`src/hdl/rbcd_pkg.sv`:
```
package rbcd_pkg;

	localparam int MAX_PACKET_BYTES = 512;
	localparam int POS_W = $clog2(MAX_PACKET_BYTES + 1);

	localparam int BLOCK1_LEN = 12;
	localparam int BLOCK_LEN = 18;
	localparam int MIN_PACKET = 21;
	localparam int PAY_MAX = 16;
	localparam int CRC_BYTES = 2;
	localparam int FILL_W = $clog2(BLOCK_LEN + 1);
	localparam int CNT_W = $clog2(PAY_MAX + 1);
	localparam int PAY_IDX_W = $clog2(PAY_MAX);

	localparam int POS_SYNC0 = 1;
	localparam int POS_SYNC1 = 2;
	localparam int POS_INFO = 3;
	localparam int POS_ADDR_FIRST = 4;
	localparam int POS_ADDR_LAST = 9;
	localparam int POS_NPCI = 17;
	localparam logic [7:0] SYNC0 = 8'h44;
	localparam logic [7:0] SYNC1 = 8'hFF;

	localparam int NPCI_DOMAIN_BIT = 0;
	localparam int NPCI_FRAME_LSB = 1;
	localparam int NPCI_HOP_LSB = 4;
	localparam int NPCI_GROUP_BIT = 7;

	localparam int ADDR_W = 48;
	localparam int NPDU_W = 10;
	localparam int NPDU_BIAS = 7;

	localparam logic [15:0] CRC_POLY = 16'hA6BC;

	// Two payload buffers: one fills while the other drains.
	localparam int NBANKS = 2;
	localparam int BANK_W = $clog2(NBANKS);
	localparam int BUF_DEPTH = NBANKS * PAY_MAX;
	localparam int BUF_AW = $clog2(BUF_DEPTH);

	localparam int Q_DEPTH = 4;
	localparam int Q_AW = $clog2(Q_DEPTH);
	localparam int Q_CW = $clog2(Q_DEPTH + 1);

	localparam int OF_DEPTH = 4;
	localparam int OF_AW = $clog2(OF_DEPTH);
	localparam int OF_CW = $clog2(OF_DEPTH + 1);
	localparam int OF_SW = OF_CW + 1;

	typedef enum logic [2:0] {
		ST_OK = 3'd0,
		ST_SHORT = 3'd1,
		ST_BAD_HEADER = 3'd2,
		ST_CRC_ERROR = 3'd3,
		ST_DOMAIN_MISMATCH = 3'd4
	} status_t;

	typedef enum logic {
		ITEM_PAYLOAD = 1'b0,
		ITEM_STATUS = 1'b1
	} item_kind_t;

	typedef struct packed {
		status_t status;
		logic [7:0] rf_info;
		logic [ADDR_W-1:0] addr;
		logic [7:0] npci;
		logic [NPDU_W-1:0] npdu;
	} stat_t;

	typedef struct packed {
		logic has_blk;
		logic [BANK_W-1:0] bank;
		logic [CNT_W-1:0] count;
		logic has_stat;
		stat_t stat;
	} cmd_t;

	typedef struct packed {
		logic valid;
		logic [BANK_W-1:0] bank;
	} bank_rel_t;

	typedef struct packed {
		logic we;
		logic [BUF_AW-1:0] addr;
		logic [7:0] data;
	} buf_wr_t;

	typedef struct packed {
		logic re;
		logic [BUF_AW-1:0] addr;
	} buf_rd_t;

	typedef struct packed {
		item_kind_t kind;
		logic [7:0] payload;
		logic last;
		status_t status;
		logic [7:0] rf_info;
		logic [ADDR_W-1:0] addr;
		logic [2:0] frame;
		logic group;
		logic [2:0] hop;
		logic dbc;
		logic [NPDU_W-1:0] npdu;
	} res_item_t;

	function automatic logic [15:0] crc_byte(input logic [15:0] crc, input logic [7:0] b);
		logic [15:0] c;
		c = crc ^ {8'h00, b};
		for (int i = 0; i < 8; i++) begin
			c = c[0] ? ((c >> 1) ^ CRC_POLY) : (c >> 1);
		end
		return c;
	endfunction

endpackage

```
`src/hdl/rbcd_rx_if.sv`:
```
interface rbcd_rx_if ();
	logic valid;
	logic ready;
	logic [7:0] rx_byte;
	logic end_of_packet;

	modport source(output valid, output rx_byte, output end_of_packet, input ready);
	modport sink(input valid, input rx_byte, input end_of_packet, output ready);
endinterface

```
`src/hdl/rbcd_res_if.sv`:
```
interface rbcd_res_if import rbcd_pkg::*; ();
	logic valid;
	logic ready;
	logic item_kind;
	logic [7:0] payload_byte;
	logic last_item;
	logic [2:0] status;
	logic [7:0] rf_info;
	logic [ADDR_W-1:0] serial_or_domain;
	logic [2:0] frame_number;
	logic group_address;
	logic [2:0] hop_count;
	logic domain_broadcast;
	logic [NPDU_W-1:0] npdu_length;

	modport source(output valid, output item_kind, output payload_byte, output last_item,
		output status, output rf_info, output serial_or_domain, output frame_number,
		output group_address, output hop_count, output domain_broadcast, output npdu_length,
		input ready);
	modport sink(input valid, input item_kind, input payload_byte, input last_item,
		input status, input rf_info, input serial_or_domain, input frame_number,
		input group_address, input hop_count, input domain_broadcast, input npdu_length,
		output ready);
endinterface

```
`src/hdl/rf_block_crc_deframer_unit.sv`:
```
// Block CRC deframer for received radio packets.
// The rx channel takes one packet byte per beat, with end_of_packet set on the
// last byte. The result channel gives the checked payload bytes of blocks two
// onward, CRC removed, and one status beat (last_item set) per packet.
// Payload may leave before the packet verdict; drop it unless status is ok.
// The user must write the domain register through cfg_wr_en/cfg_wr_data only
// while idle; the block itself leaves this unchecked. Throughput: one byte per
// cycle in, one result beat per cycle out, while neither side stalls. The
// front end checks each byte as it arrives and hands finished blocks to the
// back end through a four-entry command queue and a pair of 16-byte payload
// buffers. The first payload byte of a block, or the status beat, passes the
// queue, the command and stage-one registers and the output FIFO; payload then
// follows at one beat per cycle. When the receiver stalls, a four-beat output
// FIFO fills first, then the back end halts. The rx side keeps taking bytes
// until both payload buffers or the command queue are full. Reset clears all
// packet state and the domain register. The payload buffers are not cleared;
// no entry is read before it is written.
module rf_block_crc_deframer_unit import rbcd_pkg::*; (
	input logic clk,
	input logic arst_n,
	rbcd_rx_if.sink rx,
	rbcd_res_if.source result,
	input logic cfg_wr_en,
	input logic [ADDR_W-1:0] cfg_wr_data
);

	logic [ADDR_W-1:0] domain_q;
	logic q_push, q_pop, q_valid, q_full;
	cmd_t push_cmd, head_cmd;
	bank_rel_t rel;
	buf_wr_t buf_wr;
	buf_rd_t buf_rd;
	logic [7:0] buf_rdata;

	always_ff @(posedge clk or negedge arst_n) begin
		if (!arst_n) begin
			domain_q <= '0;
		end else if (cfg_wr_en) begin
			domain_q <= cfg_wr_data;
		end
	end

	rbcd_front u_front (
		.clk(clk),
		.arst_n(arst_n),
		.rx(rx),
		.domain_address(domain_q),
		.q_full(q_full),
		.q_push(q_push),
		.q_cmd(push_cmd),
		.rel(rel),
		.buf_wr(buf_wr)
	);

	rbcd_queue u_queue (
		.clk(clk),
		.arst_n(arst_n),
		.push(q_push),
		.push_cmd(push_cmd),
		.pop(q_pop),
		.valid(q_valid),
		.full(q_full),
		.head(head_cmd)
	);

	rbcd_buf u_buf (
		.clk(clk),
		.wr(buf_wr),
		.rd(buf_rd),
		.rdata(buf_rdata)
	);

	rbcd_back u_back (
		.clk(clk),
		.arst_n(arst_n),
		.q_valid(q_valid),
		.q_cmd(head_cmd),
		.q_pop(q_pop),
		.rel(rel),
		.buf_rd(buf_rd),
		.buf_rdata(buf_rdata),
		.res(result)
	);

endmodule

```
`src/hdl/rbcd_buf.sv`:
```
module rbcd_buf import rbcd_pkg::*; (
	input logic clk,
	input buf_wr_t wr,
	input buf_rd_t rd,
	output logic [7:0] rdata
);

	logic [7:0] mem_q [BUF_DEPTH];

	always_ff @(posedge clk) begin
		if (wr.we) begin
			mem_q[wr.addr] <= wr.data;
		end
		if (rd.re) begin
			rdata <= mem_q[rd.addr];
		end
	end

endmodule

```
`src/hdl/rbcd_queue.sv`:
```
module rbcd_queue import rbcd_pkg::*; (
	input logic clk,
	input logic arst_n,
	input logic push,
	input cmd_t push_cmd,
	input logic pop,
	output logic valid,
	output logic full,
	output cmd_t head
);

	cmd_t mem_q [Q_DEPTH];
	logic [Q_AW-1:0] wr_ptr_q;
	logic [Q_AW-1:0] rd_ptr_q;
	logic [Q_CW-1:0] cnt_q;

	assign valid = (cnt_q != '0);
	assign full = (cnt_q == Q_CW'(Q_DEPTH));
	assign head = mem_q[rd_ptr_q];

	always_ff @(posedge clk or negedge arst_n) begin
		if (!arst_n) begin
			wr_ptr_q <= '0;
			rd_ptr_q <= '0;
			cnt_q <= '0;
		end else begin
			if (push) begin
				wr_ptr_q <= wr_ptr_q + Q_AW'(1);
			end
			if (pop) begin
				rd_ptr_q <= rd_ptr_q + Q_AW'(1);
			end
			if (push && !pop) begin
				cnt_q <= cnt_q + Q_CW'(1);
			end else if (pop && !push) begin
				cnt_q <= cnt_q - Q_CW'(1);
			end
		end
	end

	always_ff @(posedge clk) begin
		if (push) begin
			mem_q[wr_ptr_q] <= push_cmd;
		end
	end

endmodule

```
`src/hdl/rbcd_front.sv`:
```
module rbcd_front import rbcd_pkg::*; (
	input logic clk,
	input logic arst_n,
	rbcd_rx_if.sink rx,
	input logic [ADDR_W-1:0] domain_address,
	input logic q_full,
	output logic q_push,
	output cmd_t q_cmd,
	input bank_rel_t rel,
	output buf_wr_t buf_wr
);

	logic [POS_W-1:0] pos_q, pos_n;
	logic [FILL_W-1:0] fill_q, fill_n, limit;
	logic [15:0] crc_q, crc_n;
	logic [7:0] prev1_q, prev1_n, prev2_q, prev2_n;
	logic hdr_q, hdr_n, blk_q, blk_n;
	logic [7:0] info_q, info_n, npci_q, npci_n;
	logic [ADDR_W-1:0] addr_q, addr_n;
	logic [NPDU_W-1:0] pcount_q, pcount_n;
	logic [BANK_W-1:0] cur_q;
	logic [NBANKS-1:0] busy_q;

	logic acc, in_range, first_blk, fin, first_fin, crc_ok, emit;
	logic [CNT_W-1:0] pay_cnt;
	status_t st;

	assign rx.ready = !busy_q[cur_q] && !q_full;
	assign acc = rx.valid && rx.ready;

	always_comb begin
		in_range = (pos_q < POS_W'(MAX_PACKET_BYTES));
		first_blk = (pos_q < POS_W'(BLOCK1_LEN));
		limit = first_blk ? FILL_W'(BLOCK1_LEN) : FILL_W'(BLOCK_LEN);
		pos_n = pos_q;
		fill_n = fill_q;
		crc_n = crc_q;
		prev1_n = prev1_q;
		prev2_n = prev2_q;
		hdr_n = hdr_q;
		blk_n = blk_q;
		info_n = info_q;
		addr_n = addr_q;
		npci_n = npci_q;

		if (in_range) begin
			// The CRC trails the incoming bytes by two, so the last two bytes
			// of a block never enter it.
			if (fill_q >= FILL_W'(CRC_BYTES)) begin
				crc_n = crc_byte(crc_q, prev2_q);
			end
			prev2_n = prev1_q;
			prev1_n = rx.rx_byte;
			fill_n = fill_q + FILL_W'(1);
			pos_n = pos_q + POS_W'(1);
			if ((pos_q == POS_W'(POS_SYNC0) && rx.rx_byte != SYNC0)
				|| (pos_q == POS_W'(POS_SYNC1) && rx.rx_byte != SYNC1)) begin
				hdr_n = 1'b0;
			end
			if (pos_q == POS_W'(POS_INFO)) begin
				info_n = rx.rx_byte;
			end
			if (pos_q >= POS_W'(POS_ADDR_FIRST) && pos_q <= POS_W'(POS_ADDR_LAST)) begin
				addr_n = {addr_q[ADDR_W-9:0], rx.rx_byte};
			end
			if (pos_q == POS_W'(POS_NPCI)) begin
				npci_n = rx.rx_byte;
			end
		end else begin
			blk_n = 1'b0;
		end

		fin = (in_range && fill_n == limit) || (rx.end_of_packet && fill_n != '0);
		first_fin = (pos_n <= POS_W'(BLOCK1_LEN));
		crc_ok = (fill_n >= FILL_W'(CRC_BYTES)) && ((~crc_n) == {prev2_n, prev1_n});
		if (fin && !crc_ok) begin
			blk_n = 1'b0;
		end
		emit = fin && !first_fin && crc_ok && hdr_n && blk_n;
		pay_cnt = CNT_W'(fill_n - FILL_W'(CRC_BYTES));
		pcount_n = emit ? (pcount_q + NPDU_W'(pay_cnt)) : pcount_q;

		if (pos_n < POS_W'(MIN_PACKET)) begin
			st = ST_SHORT;
		end else if (!hdr_n) begin
			st = ST_BAD_HEADER;
		end else if (!blk_n) begin
			st = ST_CRC_ERROR;
		end else if (npci_n[NPCI_DOMAIN_BIT] && addr_n != domain_address) begin
			st = ST_DOMAIN_MISMATCH;
		end else begin
			st = ST_OK;
		end

		q_cmd.has_blk = emit;
		q_cmd.bank = cur_q;
		q_cmd.count = pay_cnt;
		q_cmd.has_stat = rx.end_of_packet;
		q_cmd.stat.status = st;
		q_cmd.stat.rf_info = info_n;
		q_cmd.stat.addr = addr_n;
		q_cmd.stat.npci = npci_n;
		q_cmd.stat.npdu = (st == ST_OK) ? (pcount_n - NPDU_W'(NPDU_BIAS)) : '0;
	end

	assign q_push = acc && (emit || rx.end_of_packet);

	assign buf_wr.we = acc && in_range && (fill_q < FILL_W'(PAY_MAX));
	assign buf_wr.addr = {cur_q, fill_q[PAY_IDX_W-1:0]};
	assign buf_wr.data = rx.rx_byte;

	always_ff @(posedge clk or negedge arst_n) begin
		if (!arst_n) begin
			pos_q <= '0;
			fill_q <= '0;
			crc_q <= '0;
			hdr_q <= 1'b1;
			blk_q <= 1'b1;
			info_q <= '0;
			addr_q <= '0;
			npci_q <= '0;
			pcount_q <= '0;
			cur_q <= '0;
			busy_q <= '0;
		end else begin
			if (acc) begin
				if (rx.end_of_packet) begin
					pos_q <= '0;
					fill_q <= '0;
					crc_q <= '0;
					hdr_q <= 1'b1;
					blk_q <= 1'b1;
					info_q <= '0;
					addr_q <= '0;
					npci_q <= '0;
					pcount_q <= '0;
				end else begin
					pos_q <= pos_n;
					fill_q <= fin ? '0 : fill_n;
					crc_q <= fin ? '0 : crc_n;
					hdr_q <= hdr_n;
					blk_q <= blk_n;
					info_q <= info_n;
					addr_q <= addr_n;
					npci_q <= npci_n;
					pcount_q <= pcount_n;
				end
				// A checked block hands its buffer to the back end.
				if (emit) begin
					busy_q[cur_q] <= 1'b1;
					cur_q <= cur_q + BANK_W'(1);
				end
			end
			if (rel.valid) begin
				busy_q[rel.bank] <= 1'b0;
			end
		end
	end

	always_ff @(posedge clk) begin
		if (acc) begin
			prev1_q <= prev1_n;
			prev2_q <= prev2_n;
		end
	end

endmodule

```
`src/hdl/rbcd_back.sv`:
```
module rbcd_back import rbcd_pkg::*; (
	input logic clk,
	input logic arst_n,
	input logic q_valid,
	input cmd_t q_cmd,
	output logic q_pop,
	output bank_rel_t rel,
	output buf_rd_t buf_rd,
	input logic [7:0] buf_rdata,
	rbcd_res_if.source res
);

	cmd_t cmd_q;
	logic cmd_v_q;
	logic [PAY_IDX_W-1:0] idx_q, idx_n;
	logic blk_done_q, blk_done_n;

	logic item_v_s1;
	item_kind_t kind_s1;
	stat_t stat_s1;

	res_item_t ofifo_q [OF_DEPTH];
	logic [OF_AW-1:0] wr_ptr_q, rd_ptr_q;
	logic [OF_CW-1:0] ocnt_q;

	logic [OF_SW-1:0] occ;
	logic can_issue, issue, last_pay, cmd_done, opop;
	item_kind_t issue_kind;
	res_item_t item, head;

	// Items in the output FIFO plus the one in flight must leave room.
	assign occ = OF_SW'(ocnt_q) + OF_SW'(item_v_s1);
	assign can_issue = (occ < OF_SW'(OF_DEPTH));

	always_comb begin
		issue = 1'b0;
		issue_kind = ITEM_PAYLOAD;
		last_pay = 1'b0;
		cmd_done = 1'b0;
		idx_n = idx_q;
		blk_done_n = blk_done_q;
		rel.valid = 1'b0;
		rel.bank = cmd_q.bank;
		if (cmd_v_q) begin
			if (cmd_q.has_blk && !blk_done_q) begin
				if (cmd_q.count == '0) begin
					last_pay = 1'b1;
				end else if (can_issue) begin
					issue = 1'b1;
					if (CNT_W'(idx_q) + CNT_W'(1) == cmd_q.count) begin
						last_pay = 1'b1;
					end else begin
						idx_n = idx_q + PAY_IDX_W'(1);
					end
				end
				if (last_pay) begin
					rel.valid = 1'b1;
					idx_n = '0;
					blk_done_n = 1'b1;
					cmd_done = !cmd_q.has_stat;
				end
			end else if (cmd_q.has_stat) begin
				if (can_issue) begin
					issue = 1'b1;
					issue_kind = ITEM_STATUS;
					cmd_done = 1'b1;
				end
			end else begin
				cmd_done = 1'b1;
			end
		end
	end

	assign q_pop = q_valid && (!cmd_v_q || cmd_done);

	assign buf_rd.re = issue && (issue_kind == ITEM_PAYLOAD);
	assign buf_rd.addr = {cmd_q.bank, idx_q};

	always_ff @(posedge clk or negedge arst_n) begin
		if (!arst_n) begin
			cmd_v_q <= 1'b0;
			idx_q <= '0;
			blk_done_q <= 1'b0;
			item_v_s1 <= 1'b0;
		end else begin
			if (q_pop) begin
				cmd_v_q <= 1'b1;
				idx_q <= '0;
				blk_done_q <= 1'b0;
			end else begin
				if (cmd_done) begin
					cmd_v_q <= 1'b0;
				end
				idx_q <= idx_n;
				blk_done_q <= blk_done_n;
			end
			item_v_s1 <= issue;
		end
	end

	always_ff @(posedge clk) begin
		if (q_pop) begin
			cmd_q <= q_cmd;
		end
		if (issue) begin
			kind_s1 <= issue_kind;
			stat_s1 <= cmd_q.stat;
		end
	end

	// Buffer read data lines up with the stage-one registers.
	always_comb begin
		item = '0;
		item.kind = kind_s1;
		if (kind_s1 == ITEM_PAYLOAD) begin
			item.payload = buf_rdata;
		end else begin
			item.last = 1'b1;
			item.status = stat_s1.status;
			item.rf_info = stat_s1.rf_info;
			item.addr = stat_s1.addr;
			item.frame = stat_s1.npci[NPCI_FRAME_LSB +: 3];
			item.group = stat_s1.npci[NPCI_GROUP_BIT];
			item.hop = stat_s1.npci[NPCI_HOP_LSB +: 3];
			item.dbc = stat_s1.npci[NPCI_DOMAIN_BIT];
			item.npdu = stat_s1.npdu;
		end
	end

	assign head = ofifo_q[rd_ptr_q];
	assign res.valid = (ocnt_q != '0);
	assign opop = res.valid && res.ready;
	assign res.item_kind = head.kind;
	assign res.payload_byte = head.payload;
	assign res.last_item = head.last;
	assign res.status = head.status;
	assign res.rf_info = head.rf_info;
	assign res.serial_or_domain = head.addr;
	assign res.frame_number = head.frame;
	assign res.group_address = head.group;
	assign res.hop_count = head.hop;
	assign res.domain_broadcast = head.dbc;
	assign res.npdu_length = head.npdu;

	always_ff @(posedge clk or negedge arst_n) begin
		if (!arst_n) begin
			wr_ptr_q <= '0;
			rd_ptr_q <= '0;
			ocnt_q <= '0;
		end else begin
			if (item_v_s1) begin
				wr_ptr_q <= wr_ptr_q + OF_AW'(1);
			end
			if (opop) begin
				rd_ptr_q <= rd_ptr_q + OF_AW'(1);
			end
			if (item_v_s1 && !opop) begin
				ocnt_q <= ocnt_q + OF_CW'(1);
			end else if (opop && !item_v_s1) begin
				ocnt_q <= ocnt_q - OF_CW'(1);
			end
		end
	end

	always_ff @(posedge clk) begin
		if (item_v_s1) begin
			ofifo_q[wr_ptr_q] <= item;
		end
	end

endmodule

```
`src/flat_wrapper.sv`:
```
// flat-port wrapper written by rule: the top's interface ports become plain ports
module rf_block_crc_deframer_unit_flat import rbcd_pkg::*;
  (clk, arst_n, cfg_wr_en, cfg_wr_data, rx_valid, rx_rx_byte, rx_end_of_packet, rx_ready, result_valid, result_item_kind, result_payload_byte, result_last_item, result_status, result_rf_info, result_serial_or_domain, result_frame_number, result_group_address, result_hop_count, result_domain_broadcast, result_npdu_length, result_ready);
  rbcd_rx_if rx_i ();
  rbcd_res_if result_i ();
  input logic clk;
  input logic arst_n;
  input logic cfg_wr_en;
  input logic [ADDR_W-1:0] cfg_wr_data;
  input wire logic [$bits(rx_i.valid)-1:0] rx_valid;
  input wire logic [$bits(rx_i.rx_byte)-1:0] rx_rx_byte;
  input wire logic [$bits(rx_i.end_of_packet)-1:0] rx_end_of_packet;
  output wire logic [$bits(rx_i.ready)-1:0] rx_ready;
  output wire logic [$bits(result_i.valid)-1:0] result_valid;
  output wire logic [$bits(result_i.item_kind)-1:0] result_item_kind;
  output wire logic [$bits(result_i.payload_byte)-1:0] result_payload_byte;
  output wire logic [$bits(result_i.last_item)-1:0] result_last_item;
  output wire logic [$bits(result_i.status)-1:0] result_status;
  output wire logic [$bits(result_i.rf_info)-1:0] result_rf_info;
  output wire logic [$bits(result_i.serial_or_domain)-1:0] result_serial_or_domain;
  output wire logic [$bits(result_i.frame_number)-1:0] result_frame_number;
  output wire logic [$bits(result_i.group_address)-1:0] result_group_address;
  output wire logic [$bits(result_i.hop_count)-1:0] result_hop_count;
  output wire logic [$bits(result_i.domain_broadcast)-1:0] result_domain_broadcast;
  output wire logic [$bits(result_i.npdu_length)-1:0] result_npdu_length;
  input wire logic [$bits(result_i.ready)-1:0] result_ready;
  assign rx_i.valid = rx_valid;
  assign rx_i.rx_byte = rx_rx_byte;
  assign rx_i.end_of_packet = rx_end_of_packet;
  assign rx_ready = rx_i.ready;
  assign result_valid = result_i.valid;
  assign result_item_kind = result_i.item_kind;
  assign result_payload_byte = result_i.payload_byte;
  assign result_last_item = result_i.last_item;
  assign result_status = result_i.status;
  assign result_rf_info = result_i.rf_info;
  assign result_serial_or_domain = result_i.serial_or_domain;
  assign result_frame_number = result_i.frame_number;
  assign result_group_address = result_i.group_address;
  assign result_hop_count = result_i.hop_count;
  assign result_domain_broadcast = result_i.domain_broadcast;
  assign result_npdu_length = result_i.npdu_length;
  assign result_i.ready = result_ready;
  rf_block_crc_deframer_unit u_core (.clk(clk), .arst_n(arst_n), .rx(rx_i), .result(result_i), .cfg_wr_en(cfg_wr_en), .cfg_wr_data(cfg_wr_data));
endmodule
```
`config.mk`:
```
export PLATFORM = sky130hd
export DESIGN_NAME = rf_block_crc_deframer_unit_flat
export DESIGN_NICKNAME = d
export VERILOG_FILES = /design/src/hdl/rbcd_pkg.sv /design/src/hdl/rbcd_rx_if.sv /design/src/hdl/rbcd_res_if.sv /design/src/hdl/rf_block_crc_deframer_unit.sv /design/src/hdl/rbcd_buf.sv /design/src/hdl/rbcd_queue.sv /design/src/hdl/rbcd_front.sv /design/src/hdl/rbcd_back.sv /design/src/flat_wrapper.sv
export SDC_FILE = /design/constraint.sdc
export NUM_CORES = 1
export LEC_CHECK = 0
export BUFFER_PORTS_ARGS = -buffer_cell sky130_fd_sc_hd__buf_2
export CORE_MARGIN = 4
export CORE_UTILIZATION = 45
export DETAILED_ROUTE_END_ITERATION = 8
export SYNTH_ARGS = -nofsm -noshare
export SYNTH_HDL_FRONTEND = slang
export SYNTH_SLANG_ARGS = --single-unit
```
`constraint.sdc`:
```
create_clock -name clk -period 19.1 [get_ports clk]
set_input_delay 0.955 -clock clk [delete_from_list [all_inputs] [get_ports clk]]
set_output_delay 0.955 -clock clk [all_outputs]
set_load 0.01 [all_outputs]
```
==> results by group, run 1 <==
Outcome
  • Outcome: finished, final reports clean

Worst setup path
  • Family of cells with the greatest summed delay on the critical path: simple AND/OR/NAND/NOR gates
  • Critical Path, Cell by Cell: xnor2_2 > xnor3_1 > xor2_1 > xnor3_1 > nand4_1 > or3_1 > a2111o_1 > nor2_2 > nor2_1 > nor2_1 > and2_4 > buf_4
  • Worst Reg2Reg Path Length in Cells: 12
  • Critical path depth: 12
  • Critical path peak fanout: 54
  • Startpoint types: flip-flop
  • Number of buffers and inverters on the critical path: 1
  • Critical Path Slowest Stage Cell: buf_4
  • Data required time of the critical path: around 20000 ps
  • Endpoint class of the critical path: flip-flop
  • Worst reg-to-reg setup slack: 12800 ps
  • Largest incremental delay on the critical path: roughly 770 ps
  • Arrival time reported for the critical path endpoint: 6660 ps
  • Kind of critical path: flip-flop to flip-flop
  • Beginning of the worst register-to-register path: u_core.u_front.prev2_q[3]
  • Endpoint of the worst register-to-register path: u_core.u_queue.mem_q[1][41]
  • Critical path capture point: u_core.u_queue.mem_q[1][41]
  • Start point of the critical path: u_core.u_front.prev2_q[3]

Global routing
  • Vias in the first global route: approximately 26000
  • First-pass GRT wire length: between 150 and 200 mm
  • Total overflow reported by the global router: 0
  • Largest net degree at the start of global routing: 73
  • Antenna violations before repair: 3
  • Overall global routing resource usage: 0.185

Synth
  • Post-Synthesis Cell Area: between 50000 and 60000 µm²
  • Warnings from Yosys: 0
  • Number of library cell types mapped by synthesis: between 80 and 90
  • Number of enable flip-flop cells after synthesis: around 1100
  • Total of flip-flops plus latches after synthesis: 1306
  • Synth async-reset ratio: 0.137
  • Number of nets produced by synthesis: 2834
  • Gate count after technology mapping: 2742
  • Mean Syn Cell Area: 19.0 µm²
  • Sequential-to-total area share from yosys stat: 0.736
  • Dominant synthesized flop cell: edfxtp_1

Clocking
  • Buffer levels on the longest clock path: 3
  • Total number of clock tree sinks: roughly 1300
  • Clock-pin transition on the worst setup and hold timing paths: about 60 ps
  • Quantity of hold-fixing buffers added after cts: 0
  • Number of buffers created by CTS: roughly 140
  • Cells resized by post-CTS repair: 0
  • Post-CTS setup buffers: 0
  • Clock Root Buffer: clkbuf_16
  • H-tree depth: 4
  • TritonCTS clock tree: yes
  • Clock Latency Late Sink: about 750 ps

Detailed routing
  • Detailed-router iteration count before antenna repair: 5
  • Remaining routing DRC violations: 0
  • Routed wire length: 111 mm
  • Residual antenna-violating net count after detailed routing: 0
  • Post-detailed-route wirelength per cell: 24.5 µm
  • Initial DRC count: ~2500
  • Via Count: between 20000 and 30000
  • Via density per instance: between 5 and 6

Final layout
  • Post-Layout Inst Area: slightly below 60000 µm²
  • # nets final: 3027
  • Most common library cell in the layout ignoring fill and taps: edfxtp_1
  • Area growth from synthesis to final layout: 13.2%
  • Post-Layout Cell Count: around 4600
  • Commonest non-fill, non-tap cells in the layout: edfxtp_1, mux4_2, dfrtp_1
  • Layout cells sized above 1: 0.249
  • Core utilization of the finished layout: 0.514

Placed design
  • Total of buffers placed on input and output ports: 150
  • Final estimated routing congestion in global placement: about 0.82
  • Total cell area at the placement stage: 54600 µm²
  • Dpl cells: 4309
  • Half-perimeter wire length of the detailed placement result: roughly 70 mm

STA
  • Part of the cycle the worst path needs: 0.330
  • Setup violations, final: 0
  • Max Freq: between 150 and 200 MHz
  • Period minus WS final: around 6300 ps
  • Worst Tran Pin Value: 1190 ps
  • Hold Violations, Final: 0
  • RSZ-0062 raised after global routing: false
  • Maximum clock skew at final layout: ~45 ps
  • Setup total negative slack: 0 ps
  • Worst relative slew slack: 0.207
  • Number of max-slew violations in the final report: 0

Power
  • Leakage power: a little over 0.02 µW
  • Switching Share: 0.305
  • P_sw: between 2000 and 3000 µW
  • Internal: between 6000 and 7000 µW
  • Combinational fraction of design power: 0.272
  • VDD IR max: about 90 µV
  • Proportion of power drawn by flip-flops and latches: 0.451
  • Clock Power Share: 0.277
  • Pwr Density: about 160 nW/µm²

Floorplan
  • Area of the die: 121000 µm²
  • Cell Rows: approximately 120
  • Starting density of the core: 0.454
  • Total core area: between 100000 and 150000 µm²
  • Ports: roughly 150
  • Chip Height: 348 µm
  • X dimension of the die: roughly 350 µm

Min path
  • Class of the tightest hold or removal check: input port to async pin

Run
  • Number of maximum-capacitance violations: 0
==> state kept, by name, indices dropped and copies added, names as in the netlist, 4 cells and up <==
signal                   cells
u_core.u_buf.mem_q         256
u_core.domain_q             48
u_core.u_front.pcount_q     10
u_core.u_front.pos_q        10
u_core.u_queue.mem_q       340
u_core.u_back.cmd_q         84
u_core.u_back.idx_q          4
u_core.u_front.crc_q        16
u_core.u_buf.rdata           8
u_core.u_front.npci_q        8
u_core.u_front.fill_q        5
u_core.u_back.stat_s1       77
u_core.u_front.addr_q       48
u_core.u_front.info_q        8
u_core.u_back.ofifo_q      344
u_core.u_front.prev2_q       8
u_core.u_front.prev1_q       8
==> synthesized netlist by cell type (all sizes together), types with 42 or more instances <==
library cell	instances	area [µm²]
and2	88	551
mux2	93	1050
nor2	82	310
edfxtp	1127	33800
clkbuf	86	323
mux4	251	5650
buf	42	180
inv	69	259
o21ai	98	490
xnor2	111	1000
nand2	105	394
dfrtp	177	4430
xor2	49	437
mux2i	61	611
==> layout make-up <==
type | instances | area, µm²
diodes | 2 | 5.00
clock buffers | 173 | 3660
clock inverters | 72 | 742
fillers | 9108 | 55700
inverters | 70 | 263
multi-input cells | 1238 | 13000
flip-flops and latches | 1306 | 38300
well taps | 1512 | 1890
repair buffers | 183 | 1010
==> metal layers <==
metal	global-route usage	vias up	routed length, µm	part of all wire
met4	0.0480	0	2260	0.020
li1	-	11200	-	-
met1	0.276	13400	51200	0.46
met5	0	-	0	0
met2	0.285	714	52300	0.47
met3	0.0303	149	5610	0.050
==> stage by stage <==
stage | total power [µW] | hold WS (ps) | setup slack (ps)
final | 9280 | 213 | 12800
after global routing | 9750 | 222 | 12410
after CTS | 9430 | 197 | 12770
after detailed placement | 6840 | 405 | 12400
after global placement | 6780 | 400 | 12670
after floorplan | 5960 | 400 | 12460
==> worst min path at each step <==
stage	start	end	slack [ps]	depth (start not counted)
after floorplan	u_core.u_back.cmd_q[0]	u_core.u_back.stat_s1[0]	400	0
after global placement	u_core.u_back.cmd_q[68]	u_core.u_back.stat_s1[68]	400	0
after detailed placement	u_core.u_back.cmd_q[0]	u_core.u_back.stat_s1[0]	400	0
after CTS	arst_n	u_core.domain_q[26]	200	1
after global routing	arst_n	u_core.domain_q[15]	220	1
final	arst_n	u_core.domain_q[28]	210	1
==> power groups by stage <==
stage	sequential, µW	combinational (µW)	clock, µW
final	4190	2530	2570
after global placement	4230	2550	0
after detailed placement	4260	2580	0
after floorplan	4110	1850	0
after CTS	4200	2590	2630
after global routing	4250	2740	2760
==> cell families (layout without fill, tap and decap cells) <==
family	count (synthesis)	after routing	synth area share
AO/OA/AOI/OAI	223	223	0.0279
XOR/XNOR	172	172	0.0329
adder cells (fa/ha/maj)	30	30	0.00764
buffers and inverters	198	498	0.0147
flip-flops	1306	1306	0.736
multiplexers	405	405	0.140
other	0	2	0
AND/OR/NAND/NOR	408	408	0.0407
No activity file was read; power rests on OpenSTA's default activity.
==> run 2: changes to the inputs <==
clock period = 5.3 ns   (was 19.1 ns; I/O delays follow)
==> results by group, run 2 (synthesis results as in run 1) <==
Outcome
  • Outcome: finished with violations
  • Violations in the final reports: antenna violations

Detailed routing
  • Via density per instance: 5.47 (-2.1%)
  • Detailed-router iteration count before antenna repair: 7 (+2)
  • Residual antenna-violating net count after detailed routing: 1 (+1)
  • Initial DRC count: 2018 (-18%)
  • Via Count: 25600 (+0.48%)
  • Routed wire length: 110 mm (-0.86%)
  • Remaining routing DRC violations: 0 (unchanged)
  • Post-detailed-route wirelength per cell: 23.6 µm (-3.4%)

Clocking
  • Cells resized by post-CTS repair: 0 (unchanged)
  • Clock-pin transition on the worst setup and hold timing paths: 60 ps (about the same)
  • H-tree depth: 4 (unchanged)
  • Clock Root Buffer: clkbuf_16
  • Buffer levels on the longest clock path: 3 (unchanged)
  • Clock Latency Late Sink: 730 ps (-20 ps)
  • Post-CTS setup buffers: 0 (unchanged)
  • Total number of clock tree sinks: 1306 (unchanged)
  • Number of buffers created by CTS: 138 (+1.5%)
  • TritonCTS clock tree: yes
  • Quantity of hold-fixing buffers added after cts: 53 (+53)

Global routing
  • Largest net degree at the start of global routing: 96 (+32%)
  • First-pass GRT wire length: 170 mm (+0.77%)
  • Vias in the first global route: 26900 (+2.4%)
  • Antenna violations before repair: 8 (+5)
  • Total overflow reported by the global router: 0 (unchanged)
  • Overall global routing resource usage: 0.185 (about the same)

Min path
  • Class of the tightest hold or removal check: input port to flip-flop
  • Origin of the worst min-delay path: rx_rx_byte[0]
  • Worst Hold Path EP: u_core.u_buf.mem_q[15][0]
  • Worst Hold Depth: 2

Final layout
  • Post-Layout Cell Count: 4677 (+2.7%)
  • Post-Layout Inst Area: 60100 µm² (+1.9%)
  • Most common library cell in the layout ignoring fill and taps: edfxtp_1
  • Layout cells sized above 1: 0.258 (+0.00874)
  • Largest register FFs: 344 (unchanged)
  • Area growth from synthesis to final layout: 15.4%
  • Largest registers in the final layout: u_core.u_back.ofifo_q (344), u_core.u_queue.mem_q (340), u_core.u_buf.mem_q (256)
  • Commonest non-fill, non-tap cells in the layout: edfxtp_1, mux4_2, dfrtp_1
  • # nets final: 3136 (+3.6%)
  • Most flop-heavy register: u_core.u_back.ofifo_q

Power
  • Post-layout total power: 33600 µW (+260%)
  • Pwr Density: 559 nW/µm² (+250%)
  • VDD IR max: 365 µV (+300%)
  • Leakage power: 0.0208 µW (+2.8%)

Floorplan
  • X dimension of the die: 348 µm (unchanged)
  • Cell Rows: 124 (unchanged)
  • Area of the die: 121000 µm² (unchanged)
  • Total core area: 115000 µm² (unchanged)
  • Ports: 151 (unchanged)
  • Starting density of the core: 0.454 (unchanged)
  • Chip Height: 348 µm (unchanged)

STA
  • Worst relative slew slack: 0.202 (-0.00521)
  • Part of the cycle the worst path needs: 0.944 (+0.614)
  • Setup violations, final: 0 (unchanged)
  • Setup total negative slack: 0 ps (unchanged)
  • Maximum clock skew at final layout: 30.1 ps (-14.9 ps)
  • Hold Violations, Final: 0 (unchanged)
  • Number of max-slew violations in the final report: 0 (unchanged)
  • Max Freq: 200 MHz (+26%)
  • Period minus WS final: 5000 ps (-1300 ps)
  • Worst Tran Pin Value: 1200 ps (+10.7 ps)
  • RSZ-0062 raised after global routing: false

Worst setup path
  • Data required time of the critical path: 5700 ps (-13760 ps)
  • Worst Reg2Reg Path Length in Cells: 14 (+2)
  • Worst reg-to-reg setup slack: 300 ps (-12500 ps)
  • Endpoint of the worst register-to-register path: u_core.u_queue.mem_q[2][48]
  • Beginning of the worst register-to-register path: u_core.u_front.prev2_q[0]
  • Startpoint types: flip-flop
  • Critical path peak fanout: 32 (-41%)
  • Endpoint class of the critical path: flip-flop
  • Arrival time reported for the critical path endpoint: 5400 ps (-1260 ps)
  • Kind of critical path: flip-flop to flip-flop

Placed design
  • Total cell area at the placement stage: 55100 µm² (+1.1%)
  • Final estimated routing congestion in global placement: 0.837 (+1.9%)
  • Half-perimeter wire length of the detailed placement result: 70.4 mm (+0.57%)
  • Dpl cells: 4363 (+1.3%)
  • Total of buffers placed on input and output ports: 150 (unchanged)

Run
  • Number of maximum-capacitance violations: 0 (unchanged)
[run 2: cell types whose count changed in the layout (fill, tap and decap cells not counted), moves of 2 or more]
cell           change
clkinv_16          -4
diode_2            +7
dlygate4sd3_1     +53
clkbuf_1           +7
clkinv_1           -2
clkinv_2           +3
buf_4             +40
clkbuf_16          +4
clkinvlp_4         -3
clkbuf_8           -4
inv_6              +4
buf_12            +14
[run 2: critical path, cell delays in order, from the launching register on]
cell      delay [ps]
edfxtp_1         450
xor2_2           350
xnor3_2          560
xor2_1           330
xnor3_1          300
nand4_1          100
or3_1            370
a2111o_1         490
nor2_2           230
buf_4            230
nor2_1            50
nor2_1           250
buf_4            210
and2_4           450
buf_12           280
[run 2: layer usage]
metal | share of wire | global-route usage
met3 | 0.046 | 0.0315
met1 | 0.46 | 0.272
met5 | 0.00012 | 0
met2 | 0.47 | 0.287
met4 | 0.024 | 0.0528
[run 2: power breakdown]
part           switching, µW  total (µW)  internal (µW)
clock                   3860        9270           5410
sequential              1050       15200          14100
combinational           5170        9150           3980
total                  10100       33600          23500
[run 2: how the worst max path moves through the flow]
| stage | startpoint | end | slack (ps) | cells after the start |
|---|---|---|---|---|
| detailed placement | u_core.u_front.prev2_q[0] | u_core.u_queue.mem_q[2][59] | 310 | 14 |
| finish | u_core.u_front.prev2_q[0] | u_core.u_queue.mem_q[2][48] | 300 | 14 |
| floorplan | u_core.u_front.prev2_q[4] | u_core.u_queue.mem_q[0][0] | 140 | 13 |
| global placement | u_core.u_front.pos_q[7] | u_core.u_queue.mem_q[0][0] | 330 | 14 |
| CTS | u_core.u_front.prev2_q[0] | u_core.u_queue.mem_q[2][59] | 300 | 14 |
| global route | u_core.u_front.pos_q[7] | u_core.u_queue.mem_q[2][0] | 20 | 14 |
[run 2: cell type report]
type | instances | area, µm²
Fill cell | 8968 | 54600
Sequential cell | 1306 | 38300
Multi-Input combinational cell | 1238 | 13000
Clock buffer | 180 | 3740
Timing Repair Buffer | 290 | 2120
Tap cell | 1512 | 1890
Clock inverter | 72 | 674
Inverter | 70 | 263
Antenna cell | 9 | 22.5
[run 2: stage by stage]
step,setup WS (ps),hold slack (ps),utilization
2_1_floorplan,138,-30.6,-
3_3_place_gp,327,404,0.481
3_5_place_dp,314,405,0.481
4_1_cts,296,62.0,0.524
5_1_grt,24.7,70.6,0.524
6_report,299,117,0.524
